<file path="src/rtl/mandel_pkg.sv">
// shared types and constants of the mandelbrot escape-time pixel block
package mandel_pkg;

  // fixed-point format of coordinates and of z
  localparam int FracBits = 28;
  localparam int CoordW   = 32;
  localparam int StepW    = 31;
  localparam int LimitW   = 16;
  localparam int PixW     = 12;
  localparam int MaxWidth = 4096;
  localparam int CfgIdxW  = 3;

  // step times (2*index+1), then halved
  localparam int MulW  = StepW + PixW + 1;
  localparam int HalfW = MulW - 1;
  // corner plus half product before saturation
  localparam int SumW  = HalfW + 2;
  // z values one past the escape bound, and their exact products
  localparam int ZW    = CoordW + 1;
  localparam int ProdW = 2 * ZW;

  typedef logic [ProdW:0] norm_t;

  // escape bound 4.0 in the squared scale
  localparam norm_t Four = norm_t'(4) << (2 * FracBits);

  // configuration register indexes
  typedef enum logic [CfgIdxW-1:0] {
    CfgMinX      = 3'd0,
    CfgMaxY      = 3'd1,
    CfgStepX     = 3'd2,
    CfgStepY     = 3'd3,
    CfgIterLimit = 3'd4
  } cfg_idx_e;

  // input word: one pixel position
  typedef struct packed {
    logic [PixW-1:0] column;
    logic [PixW-1:0] row;
  } pix_in_t;

  // output word: escape result of one pixel
  typedef struct packed {
    logic [LimitW-1:0] escape_count;
    logic              inside_res;
  } pix_res_t;

  // controller states
  typedef enum logic [1:0] {
    StIdle,
    StSetup,
    StIter
  } ctrl_state_e;

  // controller to datapath commands
  typedef struct packed {
    logic mul_c;   // multiply steps by pixel offsets
    logic set_c;   // form the point c and clear z
    logic step;    // one z = z^2 + c update
  } dp_cmd_t;

  // datapath to controller status
  typedef struct packed {
    logic escaped; // current z lies outside radius 2
  } dp_sts_t;

endpackage

</file>
<file path="src/rtl/mandel_ctrl.sv">
// controller: pixel sequencing, iteration count and result register
module mandel_ctrl import mandel_pkg::*; (
  input  logic              clk_i,
  input  logic              rst_ni,
  input  logic              start_i,
  input  logic [LimitW-1:0] iter_limit_i,
  input  dp_sts_t           sts_i,
  output dp_cmd_t           cmd_o,
  output logic              busy_o,
  output logic              res_valid_o,
  output pix_res_t          res_o
);

  ctrl_state_e       state_q, state_d;
  logic [LimitW-1:0] n_q, n_d;
  logic              res_valid_q, res_valid_d;
  pix_res_t          res_q, res_d;

  // next state, commands and result capture
  always_comb begin
    state_d     = state_q;
    n_d         = n_q;
    cmd_o       = '0;
    res_valid_d = 1'b0;
    res_d       = res_q;
    case (state_q)
      StIdle: begin
        if (start_i) begin
          cmd_o.mul_c = 1'b1;
          state_d     = StSetup;
        end
      end
      StSetup: begin
        cmd_o.set_c = 1'b1;
        n_d         = '0;
        state_d     = StIter;
      end
      StIter: begin
        if (sts_i.escaped) begin
          // products held belong to update n, which is step n-1
          res_valid_d        = 1'b1;
          res_d.escape_count = LimitW'(n_q - 1'b1);
          res_d.inside_res   = 1'b0;
          state_d            = StIdle;
        end else if (n_q == iter_limit_i) begin
          res_valid_d        = 1'b1;
          res_d.escape_count = iter_limit_i;
          res_d.inside_res   = 1'b1;
          state_d            = StIdle;
        end else begin
          cmd_o.step = 1'b1;
          n_d        = LimitW'(n_q + 1'b1);
        end
      end
      default: begin
        state_d = StIdle;
      end
    endcase
  end

  // control registers
  always_ff @(posedge clk_i or negedge rst_ni) begin
    if (!rst_ni) begin
      state_q     <= StIdle;
      n_q         <= '0;
      res_valid_q <= 1'b0;
    end else begin
      state_q     <= state_d;
      n_q         <= n_d;
      res_valid_q <= res_valid_d;
    end
  end

  // result word
  always_ff @(posedge clk_i) begin
    res_q <= res_d;
  end

  assign busy_o      = (state_q != StIdle);
  assign res_valid_o = res_valid_q;
  assign res_o       = res_q;

endmodule

</file>
<file path="config.mk">
export PLATFORM = sky130hd
export DESIGN_NAME = mandel_ctrl
export DESIGN_NICKNAME = d
export VERILOG_FILES = /design/src/rtl/mandel_pkg.sv /design/src/rtl/mandel_ctrl.sv
export SDC_FILE = /design/constraint.sdc
export NUM_CORES = 1
export LEC_CHECK = 0
export ABC_AREA = 1
export BUFFER_PORTS_ARGS = -buffer_cell sky130_fd_sc_hd__buf_2
export CELL_PAD_IN_SITES_DETAIL_PLACEMENT = 1
export CELL_PAD_IN_SITES_GLOBAL_PLACEMENT = 1
export CORE_ASPECT_RATIO = 0.7
export CORE_UTILIZATION = 43
export CTS_CLUSTER_SIZE = 8
export DETAILED_ROUTE_END_ITERATION = 12
export PLACE_DENSITY = 0.9
export SETUP_SLACK_MARGIN = 0.1
export SLEW_MARGIN = 20
export SYNTH_ARGS = -nofsm -noshare
export SYNTH_HDL_FRONTEND = slang
export SYNTH_SLANG_ARGS = --single-unit
export TNS_END_PERCENT = 30
</file>
<file path="constraint.sdc">
create_clock -name clk_i -period 4.2 [get_ports clk_i]
set_input_delay 0.42 -clock clk_i [delete_from_list [all_inputs] [get_ports clk_i]]
set_output_delay 0.42 -clock clk_i [all_outputs]
set_load 0.005 [all_outputs]
</file>
* Word-level counts from Yosys, hierarchy flattened
Index checks and enable logic that the tools add are counted.
** Word-level totals
- Register bits :: 36
- Bits in latches :: 0
- RAM bits :: 0
- Memory bits (read-only) :: 0
- Output and inout port bits :: 22
- Memories kept :: 0
** Cells by class
- Add/subtract/negate cells :: 2
- Multipliers :: 0
- Divide/modulo/power cells :: 0
- Order comparisons :: 0
- Eq/ne operators :: 7
- Shift-type cells :: 0
- Multiplexer cells :: 18
- Bitwise logic cells :: 0
- Reduce and logical (&&, ||, !) cells :: 7
** Operators with widths (number)
- $mux 17 :: 2
- $mux 16 :: 2
- $pmux 16 s2 :: 1
- $add 16x1->16 const B :: 1
- $eq 16x16->1 :: 1
- $sub 16x1->16 const B :: 1
- $mux 1 :: 9
- $mux 2 :: 3
- $ne 2x2->1 const B :: 3
- $pmux 2 s3 :: 1
- $reduce_bool 2->1 :: 3
- $reduce_and 2->1 :: 2
- $ne 3x3->1 const B :: 1
- $reduce_and 3->1 :: 1
- $eq 2x1->1 const B :: 1
- $eq 2x2->1 const B :: 1
- $logic_not 2->1 :: 1

* Logic depth before layout (Yosys ltp)
- Depth after elaboration :: 4
- Mapped depth :: 12

* Worst setup path before layout
No wires, ideal clock.
- Path type :: reg-to-reg
- Start point :: register n_q[6]
- End point :: register res_q, in the netlist res_o[0] (enable)
- Setup time :: 398 ps
- Arrival time :: 1860 ps
- Required time :: 3802 ps
- Setup slack :: 1942 ps
- Cell stages (with the launch flop) :: 10
- Path buffers :: 1
- Period minus slack after synthesis :: 2258 ps
- Cell sequence :: dfrtp_1 > buf_2 > inv_1 > nand2_1 > nand2_1 > nor2_1 > nand2_1 > nor2_1 > nand2_2 > a21oi_1
** On the way
- Word-level cells in the longest chain between the ends :: 3
** RTL lines
- from (decl) :: RTL line mandel_ctrl.sv:15 : logic [LimitW-1:0] n_q, n_d;
- from (signal assigned) :: RTL line mandel_ctrl.sv:69 : n_q <= n_d;
- $eq 16x16->1 :: RTL line mandel_ctrl.sv:45 : end else if (n_q == iter_limit_i) begin
- $reduce_bool 2->1 (no line)
- $reduce_and 2->1 (no line)
- to (signal assigned) :: RTL line mandel_ctrl.sv:76 : res_q <= res_d;
- to (decl) :: RTL line mandel_ctrl.sv:17 : pix_res_t res_q, res_d;
Every way passes these cells.
A chain may end at the register's enable or synchronous reset.

==> impl_metrics.tcl <==
set metrics [dict create \
    holdWs_ns 0.07001 \
    netlist_instances 354 \
    core_area_mm2 0.005313 \
    cts.sinks 36 \
    clk_pin_slew_ns 0.08 \
    crit_type "reg -> out" \
    cts.repair.resized 0 \
    slew_viol_final 0 \
    status "finished, final reports clean" \
    period_needed_ns 2.703 \
    swShare_pct 38.51 \
    nFillCells 741 \
    hpwlAfterDp_um 5643 \
    vias_per_cell 5.413 \
    first_pass_iters 5 \
    grt-ovfl-total 0 \
    p_switching_mw 0.4245 \
    synth_top_area_share_pct 21.18 \
    cp_max_fo 18 \
    h-tree-depth 2 \
    port_buffers 41 \
    start_util_pct 45.36 \
    multiInputGateArea_mm2 0.001186 \
    setup_viol 0 \
    mostFrequentLayoutCells "nand2_1, nor2_1, inv_1, buf_2, nand3_1" \
    grt_setup_unrepaired "no" \
    ys_seq_area_share_pct 40.91 \
    grt_max_degree 23 \
    worstRegToRegCells 8 \
    fin_crit_sh_pct 64.35 \
    start_kind "flop" \
    finalSetupTns_ns 0 \
    cts_tree "yes" \
    dp_cells 455 \
    r2r_slack_ns 1.55 \
    syn_area_mm2 0.002410 \
    skew_ns 0.009059 \
    grt_pass1_wl_um 12490 \
    antenna_found_initial 0 \
    path_cells "inv_1, nand2_1, nand2_1, nor2_1, nand2_1, nor2_1, nand2_2, nand3_4, inv_2, buf_2" \
    end_kind "output port" \
    die_width_um 91.48 \
    reg2reg_from "n_q[8]" \
    wirelength_um 7648 \
    required_ns 3.78 \
    syn_area_per_cell_um2 6.807 \
    clockBufferDepth 2 \
    ios 42 \
    worst_pin_slew_ns 1.041 \
    fin_total_pwr_mw 1.102 \
    slew_headroom_pct 30.61 \
    finalHoldViolations 0 \
    ys_top_cells_by_area "edfxtp_1, dfrtp_1, nand2_1, nor2_1, inv_1" \
    cts_buffers 5 \
    slowest_stage "dfrtp_1" \
    pwr-share-comb_pct 34.3 \
    drc 0 \
    r2r-end "res_o[10]" \
    p_seq_share_pct 41.0 \
    clk_latency_ns 0.30 \
    ant_nets 0 \
    p_per_area_mw_per_mm2 403.2 \
    synth_warnings 0 \
    register_area_um2 985.9 \
    synth_cell_type_count 28 \
    total_leakage_power_nw 1.424 \
    placed_area_mm2 0.002640 \
    place_congestion 0.9155 \
    cts_setup_buffers 0 \
    num_vias 2506 \
    fin_area_mm2 0.002734 \
    routedWlPerCell_um 16.52 \
    ys_ff_latch 36 \
    endpoint "cmd_o[0]" \
    hold_class "in -> async" \
    die_h_um 64.64 \
    first_iter_violations 206 \
    grt_pass1_vias 2388 \
    synthToLayoutAreaGrowth_pct 13.45 \
    cap_violations 0 \
    dieArea_mm2 0.005912 \
    fin_cells 463 \
    clock_power_share_pct 24.6 \
    crit_arrival_ns 2.28 \
    slowest_delay_ns 0.57 \
    max_freq_mhz 370.0 \
    hold_buffers 0 \
    syn-num-nets 376 \
    final_common_cell "nand2_1" \
    diodes 0 \
    synth_top_cell_by_area "edfxtp_1" \
    power_report.internal_total_mw 0.6778 \
    grt.total_usage_pct 27.81 \
    drive_above_1_share_pct 15.35 \
    num_rows 22 \
    cts-root-buf "clkbuf_8" \
    crit_start "n_q[8]" \
    critPathMostFrequentCell "nand2_1" \
    nets 412 \
    ir_drop_mv 0.2379 \
]
==> worst min-delay path by stage <==
| stage | startpoint | to | cells past startpoint |
|---|---|---|---|
| 3_5_place_dp | rst_ni | state_q[0] | 1 |
| 5_1_grt | rst_ni | res_valid_o | 1 |
| 6_report | rst_ni | state_q[0] | 1 |
| 4_1_cts | rst_ni | state_q[0] | 1 |
| 2_1_floorplan | rst_ni | n_q[0] | 0 |
| 3_3_place_gp | rst_ni | n_q[2] | 1 |
==> metrics by stage <==
stage | setup WS (ns) | utilization (%)
after floorplan | 1.942 | -
after global placement | 1.748 | 49.69
after detailed placement | 1.688 | 49.69
after CTS | 1.545 | 51.46
after global routing | 1.364 | 51.46
final | 1.497 | 51.46
==> routing by layer <==
layer  track usage, %  vias to the layer above  wire (um)  part of all wire (%)
met5                0                        -          0                     0
li1                 -                     1182          -                     -
met4            6.151                        0         75                  0.98
met3            5.634                        8        533                   7.0
met1            38.91                     1218       3614                    47
met2            44.55                       98       3424                    45
==> worst max-delay path, delay by kind of cell (launching register included) <==
family,cells,cell delay [ns]
simple gates,7,0.85
flops,1,0.57
buf+inv,3,0.55
==> registers in the layout (all words and copies together) (netlist names) <==
register	count
res_o	17
n_q	16
state_q	2
res_valid_o	1
==> power by group through the flow <==
stage / clock network, mW / logic [mW] / registers, mW
3_3_place_gp: 0 / 0.365 / 0.457
5_1_grt: 0.291 / 0.424 / 0.456
4_1_cts: 0.273 / 0.378 / 0.453
6_report: 0.271 / 0.379 / 0.452
3_5_place_dp: 0 / 0.374 / 0.460
2_1_floorplan: 0 / 0.239 / 0.460
==> synth_stat cells, drive strengths merged <==
cell / number
a21oi: 4
a22oi: 1
a2bb2oi: 1
a31oi: 2
buf: 8
clkbuf: 4
clkinv: 1
dfrtp: 19
edfxtp: 17
ha: 2
inv: 45
nand2: 126
nand3: 30
nand3b: 1
nand4: 3
nor2: 50
nor3: 11
nor4: 1
o21ai: 16
o22ai: 2
xor2: 10
==> cell families (layout without fill, tap and decap cells) <==
kind of cell               Yosys count  after routing  share of synthesized area (%)
and+or+nand+nor                    222            222                          38.53
buffers and inverters               58             95                          10.02
DFF                                 36             36                          40.91
AOI/OAI and AO/OA                   26             26                          5.867
xor gates and xnor gates            10             10                          3.634
adders and majority gates            2              2                          1.038
==> cell type report <==
cell class / instances / area share, %
clock buffer: 7 / 3.158
tap: 72 / 3.295
inverter: 46 / 6.316
timing repair buffer: 41 / 7.506
clock inverter: 1 / 0.2746
multi-input combinational: 260 / 43.39
sequential: 36 / 36.06
(Power assumes the default switching activity.)
